**config.mk**
```make
export PLATFORM = sky130hd
export DESIGN_NAME = aae_muldiv
export DESIGN_NICKNAME = d
export VERILOG_FILES = /design/src/design/adaptive_arith_encoder_core_defines.svh /design/src/design/aae_pkg.sv /design/src/design/aae_muldiv.sv
export SDC_FILE = /design/constraint.sdc
export NUM_CORES = 1
export LEC_CHECK = 0
export BUFFER_PORTS_ARGS = -buffer_cell sky130_fd_sc_hd__buf_4
export CORE_ASPECT_RATIO = 0.8
export CORE_UTILIZATION = 54
export DETAILED_ROUTE_END_ITERATION = 10
export HOLD_SLACK_MARGIN = 0.06
export MAX_ROUTING_LAYER = met4
export PLACE_DENSITY = 0.77
export SYNTH_ARGS = -nofsm -noshare
export SYNTH_HDL_FRONTEND = slang
export SYNTH_SLANG_ARGS = --single-unit
```
**constraint.sdc**
```tcl
create_clock -name clk -period 4.8 [get_ports clk]
set_input_delay 0.48 -clock clk [delete_from_list [all_inputs] [get_ports clk]]
set_output_delay 0.48 -clock clk [all_outputs]
set_load 0.005 [all_outputs]
```
**src/design/adaptive_arith_encoder_core_defines.svh**
```systemverilog
// Assertion macros used by the encoder core.
`ifndef ADAPTIVE_ARITH_ENCODER_CORE_DEFINES_SVH
`define ADAPTIVE_ARITH_ENCODER_CORE_DEFINES_SVH

// Property that must hold at every clock edge outside reset.
`define AAE_ALWAYS(lbl, prop, msg) \
    lbl: assert property (@(posedge clk) disable iff (!rst_n) (prop)) else $error(msg);

// Implication checked at every clock edge outside reset.
`define AAE_IMPLIES(lbl, ante, cons, msg) \
    lbl: assert property (@(posedge clk) disable iff (!rst_n) (ante) |-> (cons)) \
        else $error(msg);

`endif

```
**src/design/aae_pkg.sv**
```systemverilog
`default_nettype none
package aae_pkg;

    localparam int ALPHABET_SIZE  = 256;
    localparam int SYM_W          = 8;
    localparam int CNT_W          = 25;
    localparam int PRECISION_BITS = 32;
    localparam int LOW_W          = PRECISION_BITS + 1;
    localparam int PROD_W         = LOW_W + CNT_W;
    localparam int PEND_W         = 8;
    localparam int STEP_W         = 6;
    localparam int MAX_RESULTS    = 40;
    localparam int BUF_AW         = 6;

    localparam logic [CNT_W-1:0]  TOTAL_LIMIT = CNT_W'(16777216);
    localparam logic [CNT_W-1:0]  TOTAL_RESET = CNT_W'(ALPHABET_SIZE);
    localparam logic [PEND_W-1:0] MAX_PENDING = PEND_W'(224);

    localparam logic [LOW_W-1:0] WHOLE_RANGE = LOW_W'(64'd1 << PRECISION_BITS);
    localparam logic [LOW_W-1:0] HALF_RANGE  = LOW_W'(64'd1 << (PRECISION_BITS - 1));
    localparam logic [LOW_W-1:0] QUART_RANGE = LOW_W'(64'd1 << (PRECISION_BITS - 2));
    localparam logic [LOW_W-1:0] THREE_QUART = HALF_RANGE + QUART_RANGE;

    typedef enum logic {
        OP_ENCODE = 1'b0,
        OP_FINISH = 1'b1
    } aae_op_t;

    typedef struct packed {
        logic             op;
        logic [SYM_W-1:0] symbol;
    } aae_in_t;

    typedef struct packed {
        logic [7:0] out_byte;
        logic       last_of_run;
        logic       stream_end;
        logic       pending_overflow;
    } aae_out_t;

endpackage
`default_nettype wire

```
**src/design/aae_muldiv.sv**
```systemverilog
`default_nettype none
// Computes round-half-up of span * num / total: a shift-add multiply, one bit of
// num per cycle, then a restoring division, one quotient bit per cycle.
module aae_muldiv (
    input  wire logic                      clk,
    input  wire logic                      rst_n,
    input  wire logic                      start,
    input  wire logic [aae_pkg::LOW_W-1:0] span,
    input  wire logic [aae_pkg::CNT_W-1:0] num,
    input  wire logic [aae_pkg::CNT_W-1:0] total,
    output logic                           done,
    output logic [aae_pkg::LOW_W-1:0]      result
);
    import aae_pkg::*;

    typedef enum logic [3:0] {
        MD_IDLE = 4'b0001,
        MD_MUL  = 4'b0010,
        MD_DIV  = 4'b0100,
        MD_RND  = 4'b1000
    } md_state_t;

    md_state_t          st_reg, st_next;
    logic [6:0]         it_reg, it_next;
    logic               done_reg, done_next;
    logic [PROD_W-1:0]  acc_reg;
    logic [CNT_W-1:0]   num_reg;
    logic [LOW_W-1:0]   dist_reg;
    logic [CNT_W-1:0]   tot_reg;
    logic [CNT_W-1:0]   rem_reg;
    logic [LOW_W-1:0]   result_reg;
    logic [CNT_W:0]     trial;
    logic               ge;

    // One restoring division step.
    assign trial = {rem_reg, acc_reg[PROD_W-1]};
    assign ge    = (trial >= {1'b0, tot_reg});

    // Sequencer.
    always_comb
    begin
        st_next   = st_reg;
        it_next   = it_reg;
        done_next = 1'b0;
        case (st_reg)
            MD_IDLE:
            begin
                if (start)
                begin
                    st_next = MD_MUL;
                    it_next = 7'(CNT_W - 1);
                end
            end
            MD_MUL:
            begin
                if (it_reg == 7'd0)
                begin
                    st_next = MD_DIV;
                    it_next = 7'(PROD_W - 1);
                end
                else
                begin
                    it_next = it_reg - 7'd1;
                end
            end
            MD_DIV:
            begin
                if (it_reg == 7'd0)
                begin
                    st_next = MD_RND;
                end
                else
                begin
                    it_next = it_reg - 7'd1;
                end
            end
            MD_RND:
            begin
                st_next   = MD_IDLE;
                done_next = 1'b1;
            end
            default:
            begin
                st_next = MD_IDLE;
            end
        endcase
    end

    always_ff @(posedge clk or negedge rst_n)
    begin
        if (!rst_n)
        begin
            st_reg   <= MD_IDLE;
            it_reg   <= '0;
            done_reg <= 1'b0;
        end
        else
        begin
            st_reg   <= st_next;
            it_reg   <= it_next;
            done_reg <= done_next;
        end
    end

    // Datapath: product, then quotient in the same shift register.
    always_ff @(posedge clk)
    begin
        case (st_reg)
            MD_IDLE:
            begin
                if (start)
                begin
                    acc_reg  <= '0;
                    num_reg  <= num;
                    dist_reg <= span;
                    tot_reg  <= total;
                    rem_reg  <= '0;
                end
            end
            MD_MUL:
            begin
                acc_reg <= {acc_reg[PROD_W-2:0], 1'b0}
                         + (num_reg[CNT_W-1] ? PROD_W'(dist_reg) : PROD_W'(0));
                num_reg <= {num_reg[CNT_W-2:0], 1'b0};
            end
            MD_DIV:
            begin
                rem_reg <= ge ? CNT_W'(trial - {1'b0, tot_reg}) : CNT_W'(trial);
                acc_reg <= {acc_reg[PROD_W-2:0], ge};
            end
            MD_RND:
            begin
                result_reg <= acc_reg[LOW_W-1:0]
                            + LOW_W'({rem_reg, 1'b0} >= {1'b0, tot_reg});
            end
            default:
            begin
            end
        endcase
    end

    assign done   = done_reg;
    assign result = result_reg;

endmodule
`default_nettype wire

```
==> implementation parameters, run 1 <==
Parameter                              Value

Logic synthesis
  Synthesized netlist cell count    1219
  Flip-flop cell with the highest count after synthesis    sky130_fd_sc_hd__edfxtp_1
  Per-instance average area after synthesis    10.1 µm²
  Syn_nets    1367
  Post-synthesis sequential area ratio    50.8%
  Syn. warnings    0
  Number of enable flip-flop cells after synthesis    199
  Synthesized area    12400 µm²
  Flip-flop and latch count after synthesis    211
  Netlist cell types    75
  Proportion of synthesized flip-flops having asynchronous set or reset    5.69%

STA
  Post-layout minimum cycle time    4.26 ns
  PnR worst setup slack    0.539 ns
  Final Slew Violations    0
  Unrepaired setup endpoints after global routing    no
  Final Hold Fails    0
  Final setup violation count    0
  Accumulated negative setup slack    0 ns
  Hold WS    0.136 ns
  Max Fclk    0.235 GHz
  Max transition margin    29.6%
  Period utilisation layout    88.8%
  Measured slew at the worst slew-check pin    1.05 ns
  Final setup skew    0.0174 ns

Power and ir drop
  Power Density    577 nW/µm²
  Worst VDD drop    0.000318 V
  Leak Pwr    5.79 nW

Worst setup path
  Worst Path Required    5.06 ns
  Sort of element at the start of the critical path    flop
  Maximum net fanout on the critical path    9
  Critical path data arrival time    4.52 ns
  Critical Path Sink Type    flop
  Category of the critical setup timing path    flop to flop

Clocking
  Post-cts repair resize count    0
  Buffer count from post-CTS setup fixing    0
  Insertion delay to the later sink of the worst-skew pair    0.52 ns
  Number of H-tree levels    1
  Hold-fix buffers at CTS    1
  TritonCTS buffer count    23
  Deepest clock path buffer count    3
  Clock-pin slew of the registers on the worst-case setup and hold paths    0.06 ns
  CTS Sinks    211
  Clock tree from TritonCTS    built
  Clock tree root driver cell    sky130_fd_sc_hd__clkbuf_16

Status
  Status    completed

Finish
  Final #Nets    1479
  Antenna cell count    0
  Share of cells above drive strength 1    13.7%
  Relative area change from synthesis to final layout    15.5%
  Max FFs per register    58

Global routing
  Via count of the first global-routing pass    8820
  Remaining global-route overflow    0
  Largest net degree at the start of global routing    64
  Number of antenna violations at the first check in global routing    0
  Wire length of the first global-routing pass    44.0 mm
  Global routing usage summed across all routing layers    24.2%

Placement
  Half-perimeter wire length after placement    18.8 mm
  Pre-CTS worst setup slack    0.604 ns
  Last weighted congestion value of the routability-driven placer    0.909
  Number of port buffers    119

Detailed routing
  Iteration-0 DRC Markers    780
  # DRC    0
  Number of nets still failing antenna checks after routing    0
  DR pass1 iterations    5
  Drt total wl    27.7 mm
  Number of vias in the routed layout    9650
  Routed wire length per instance    16.7 µm
  Number of vias per cell after detailed routing    5.83

Floorplan
  Die Wd    171 µm
  Die Area    23500 µm²
  Effective utilization at floorplan    55.1%
  I/O pin count    120
  Core Footprint    22400 µm²
  Die height    137 µm
  Number of placement rows    49

Hold path
  HP Class    input port to flop

Flow run
  Reported max-cap violation count    0
worst max-delay path: stages, from the launching register on:
cell and delay (ns):
sky130_fd_sc_hd__edfxtp_1 0.39, sky130_fd_sc_hd__ha_1 0.46, sky130_fd_sc_hd__nand3_1 0.20, sky130_fd_sc_hd__nor2_1 0.21
sky130_fd_sc_hd__a22o_1 0.18, sky130_fd_sc_hd__o21ai_0 0.09, sky130_fd_sc_hd__a22o_1 0.26, sky130_fd_sc_hd__nand2_1 0.08
sky130_fd_sc_hd__ha_1 0.20, sky130_fd_sc_hd__ha_1 0.23, sky130_fd_sc_hd__and3_1 0.26, sky130_fd_sc_hd__and2_1 0.25
sky130_fd_sc_hd__nand3_1 0.20, sky130_fd_sc_hd__nor3_1 0.57, sky130_fd_sc_hd__nand2_1 0.19, sky130_fd_sc_hd__nor2_1 0.15
sky130_fd_sc_hd__xor2_1 0.08
cell usage after synthesis (all sizes together), types with 5 or more instances:
cell type | number | area (µm²)
o21a | 11 | 82.6
xnor2 | 43 | 377
dfrtp | 11 | 275
edfxtp | 199 | 5980
ha | 60 | 751
a211oi | 14 | 110
a22oi | 5 | 37.5
nand4 | 23 | 144
or3 | 11 | 68.8
nor2 | 55 | 209
o21ai | 65 | 325
a31oi | 17 | 106
a21oi | 74 | 382
buf | 9 | 50.0
nand2b | 7 | 43.8
nand2 | 224 | 846
clkbuf | 34 | 128
a22o | 7 | 61.3
o21bai | 8 | 60.1
nor3 | 17 | 85.1
o22ai | 5 | 31.3
and4 | 6 | 52.6
and3 | 21 | 131
xor2 | 29 | 254
nor2b | 7 | 43.8
inv | 48 | 180
a211o | 6 | 52.6
and2 | 42 | 263
nand3 | 39 | 195
nor4 | 9 | 56.3
a21o | 42 | 315
kinds of logic after synthesis:
kind of cell	count (synthesis)	share of synthesized area, %
adder cells (fa/ha/maj)	62	6.40
multiplexers	1	0.0911
XOR/XNOR	72	5.10
buffers and inverters	91	2.89
AO/OA/AOI/OAI	302	16.2
AND/OR/NAND/NOR	480	18.6
flip-flops	211	50.8
final timing paths:
kind | start | endpoint | slack, ns | cells past startpoint
setup / recovery | rem_reg[12] | result[30] | 0.54 | 16
hold / removal | total[8] | tot_reg[8] | 0.14 | 1
setup reg to reg | rem_reg[12] | result[30] | 0.54 | 16
hold reg to reg | num_reg[16] | num_reg[17] | 0.51 | 2
max in group asynchronous | rst_n | st_reg[0] | 4.23 | 2
min in group asynchronous | rst_n | done | 0.34 | 2
per-layer routing:
layer | routed length [µm] | up-vias | global-route usage, % | part of all wire, %
li1 | - | 4716 | - | -
met1 | 13200 | 4583 | 34.7 | 48
met2 | 12400 | 314 | 37.0 | 45
met3 | 1590 | 37 | 3.05 | 5.7
met4 | 482 | 0 | 5.01 | 1.7
met5 | 0 | - | - | 0
power breakdown:
| group | total, mW | internal [mW] | switching, mW |
|---|---|---|---|
| Combinational | 3.28 | 1.27 | 2.02 |
| Clock | 1.71 | 0.990 | 0.719 |
| Sequential | 3.25 | 2.79 | 0.456 |
cell usage in the layout, fill, tap and decap left out, drive strengths merged, types with 39 or more instances in the layout:
master / count
inv: 49
a21oi: 74
xnor2: 43
a21o: 42
and2: 42
o21ai: 65
buf: 129
nand2: 224
nand3: 39
nor2: 55
edfxtp: 199
ha: 60
metrics by stage:
stage | utilization [%] | instances | power, mW | cell area, µm²
6_report | 63.7 | 1654 | 8.24 | 14300
5_1_grt | 63.7 | 1654 | 8.79 | 14300
4_1_cts | 63.7 | 1654 | 8.23 | 14300
3_5_place_dp | 60.4 | 1611 | 6.50 | 13600
3_3_place_gp | 60.4 | 1611 | 6.42 | 13600
2_1_floorplan | - | 1219 | 5.69 | 12400
final cells by class:
class	count	area (µm²)
Clock inverter	14	125
Fill cell	1855	8160
Tap cell	306	383
Inverter	48	180
Sequential cell	211	6280
Clock buffer	28	594
Multi-Input combinational cell	917	5750
Timing Repair Buffer	130	978
Note: power is estimated with default switching activity, not from simulation.
==> run 2: changes to the inputs <==
- CORE_UTILIZATION: 54 -> 45
- PLACE_DENSITY: 0.77 -> 0.66
==> implementation parameters, run 2 (same netlist as run 1, synthesis figures left out) <==
Parameter                              Value

Placement
  Total instance count after detailed placement    1662 (+3.2%)
  Number of port buffers    119 (unchanged)
  Half-perimeter wire length after placement    19.6 mm (+4.6%)
  Last weighted congestion value of the routability-driven placer    0.937 (+3.2%)

Finish
  Non-filler cells in the finished layout    1707 (+3.2%)
  Highest-count cells in the layout ignoring fill and taps    222 x sky130_fd_sc_hd__nand2_1, 199 x sky130_fd_sc_hd__edfxtp_1, 129 x sky130_fd_sc_hd__buf_4
  Footprint of the flip-flops and latches    6280 µm² (unchanged)
  Share of cells above drive strength 1    14.0% (+0.28 points)
  Most common cell after layout, fill and taps aside    sky130_fd_sc_hd__nand2_1
  Antenna cell count    0 (unchanged)
  Finished Core Util    54.4% (-9.3 points)
  Final #Nets    1480 (+0.068%)
  Relative area change from synthesis to final layout    17.2%
  Max FFs per register    58 (unchanged)
  Multi-input logic area    5750 µm² (unchanged)
  Fill cells    2365 (+27%)

Worst setup path
  Sort of element at the start of the critical path    flop
  Startpoint of the worst-slack reg-to-reg timing path    rem_reg[12]
  Number of cells on the worst reg-to-reg path    16 (unchanged)
  R2r setup slk    0.56 ns (+0.02 ns)
  Category of the critical setup timing path    flop to flop
  Worst Path Required    5.08 ns (+0.02 ns)
  Maximum net fanout on the critical path    9 (unchanged)
  End of the critical path    result[30]
  Critical Path Sink Type    flop
  Critical path origin    rem_reg[12]
  Critical path data arrival time    4.51 ns (about the same)
  Worst reg2reg path endpoint    result[30]

Global routing
  Remaining global-route overflow    0 (unchanged)
  Number of antenna violations at the first check in global routing    0 (unchanged)
  Largest net degree at the start of global routing    64 (unchanged)
  Global routing usage summed across all routing layers    20.6% (-3.6 points)
  Via count of the first global-routing pass    9032 (+2.4%)
  Wire length of the first global-routing pass    45.7 mm (+3.8%)

Detailed routing
  Number of vias per cell after detailed routing    5.56 (-4.7%)
  Drt total wl    28.4 mm (+2.6%)
  Routed wire length per instance    16.6 µm (-0.58%)
  Number of nets still failing antenna checks after routing    0 (unchanged)
  Routed length on met1    14.1 mm (+6.5%)
  Iteration-0 DRC Markers    751 (-3.7%)
  Metal2 WL    12.0 mm (-2.9%)
  Met3 Routed Length    1.58 mm (-0.82%)
  Number of vias in the routed layout    9494 (-1.6%)
  Top layer used by detailed routing    met4
  DR pass1 iterations    5 (unchanged)
  # DRC    0 (unchanged)

Floorplan
  I/O pin count    120 (unchanged)
  Core Footprint    26700 µm² (+19%)
  Die Wd    187 µm (+9.4%)
  Die height    150 µm (+9.4%)
  Die Area    28100 µm² (+20%)
  Number of placement rows    53 (+8.2%)
  Effective utilization at floorplan    46.4% (-8.7 points)

Clocking
  Number of H-tree levels    1 (unchanged)
  Buffer count from post-CTS setup fixing    0 (unchanged)
  Clock-pin slew of the registers on the worst-case setup and hold paths    0.06 ns (about the same)
  Deepest clock path buffer count    3 (unchanged)
  CTS Sinks    211 (unchanged)
  Insertion delay to the later sink of the worst-skew pair    0.53 ns (about the same)
  TritonCTS buffer count    24 (+4.3%)
  Clock tree from TritonCTS    built
  Post-cts repair resize count    0 (unchanged)
  Clock tree root driver cell    sky130_fd_sc_hd__clkbuf_16
  Hold-fix buffers at CTS    1 (unchanged)

STA
  Final setup violation count    0 (unchanged)
  Unrepaired setup endpoints after global routing    no
  Final Hold Fails    0 (unchanged)
  Accumulated negative setup slack    0 ns (unchanged)
  Final Slew Violations    0 (unchanged)
  Max transition margin    29.0% (-0.62 points)
  Period utilisation layout    88.3% (-0.49 points)
  Measured slew at the worst slew-check pin    1.06 ns (+0.00921 ns)
  Max Fclk    0.236 GHz (+0.56%)
  Post-layout minimum cycle time    4.24 ns (-0.0236 ns)
  Final setup skew    0.0190 ns (+0.00158 ns)

Hold path
  Worst hold stages    1 (unchanged)
  HP Class    input port to flop

Power and ir drop
  Post-layout power    8.55 mW (+3.8%)
  Power Density    590 nW/µm² (+2.3%)
  Worst VDD drop    0.000327 V (+2.8%)
  Leak Pwr    5.86 nW (+1.3%)

Flow run
  Reported max-cap violation count    0 (unchanged)

Status
  Status    completed
==> run 2: how the worst min path moves through the flow <==
stage	start	end	slack [ns]
floorplan	rst_n	done	0.18
detailed placement	rst_n	done	0.33
finish	total[9]	tot_reg[9]	0.12
global route	total[9]	tot_reg[9]	0.11
global placement	rst_n	it_reg[6]	0.33
CTS	total[9]	tot_reg[9]	0.11
==> run 2: power by group <==
group | switching (mW) | internal (mW) | total [mW]
sequential | 0.492 | 2.79 | 3.29
combinational | 1.99 | 1.26 | 3.26
clock | 0.764 | 1.24 | 2.01
==> run 2: area by class of cell <==
| cell class | instances | share of cell area, % |
|---|---|---|
| clock buffers | 26 | 4.20 |
| clock inverters | 18 | 1.75 |
| inverters | 48 | 1.24 |
| multi-input cells | 917 | 39.7 |
| flip-flops and latches | 211 | 43.3 |
| well taps | 357 | 3.08 |
| repair buffers | 130 | 6.75 |
==> run 2: per-layer routing <==
| layer | GRT usage [%] | up-vias |
|---|---|---|
| met3 | 2.87 | 44 |
| met5 | - | - |
| li1 | - | 4721 |
| met2 | 29.6 | 261 |
| met1 | 30.1 | 4468 |
| met4 | 6.02 | 0 |
==> run 2: stage by stage <==
stage          hold WS, ns  instance area [µm²]  worst slack, ns
6_report             0.124                14500            0.562
3_3_place_gp         0.329                13600            0.705
2_1_floorplan        0.184                12400            0.260
4_1_cts              0.107                14500            0.571
5_1_grt              0.109                14500            0.160
3_5_place_dp         0.329                13600            0.577
==> run 2: worst max-delay path, cell delays in order, from the launching register on <==
cell and delay [ns]:
sky130_fd_sc_hd__edfxtp_1 0.39, sky130_fd_sc_hd__ha_1 0.44, sky130_fd_sc_hd__nand3_1 0.17, sky130_fd_sc_hd__nor2_1 0.23, sky130_fd_sc_hd__a22o_1 0.19, sky130_fd_sc_hd__o21ai_0 0.09, sky130_fd_sc_hd__a22o_1 0.27, sky130_fd_sc_hd__nand2_1 0.09
sky130_fd_sc_hd__ha_1 0.19, sky130_fd_sc_hd__ha_1 0.21, sky130_fd_sc_hd__and3_1 0.29, sky130_fd_sc_hd__and2_1 0.26, sky130_fd_sc_hd__nand3_1 0.20, sky130_fd_sc_hd__nor3_1 0.56, sky130_fd_sc_hd__nand2_1 0.18, sky130_fd_sc_hd__nor2_1 0.16
sky130_fd_sc_hd__xor2_1 0.08
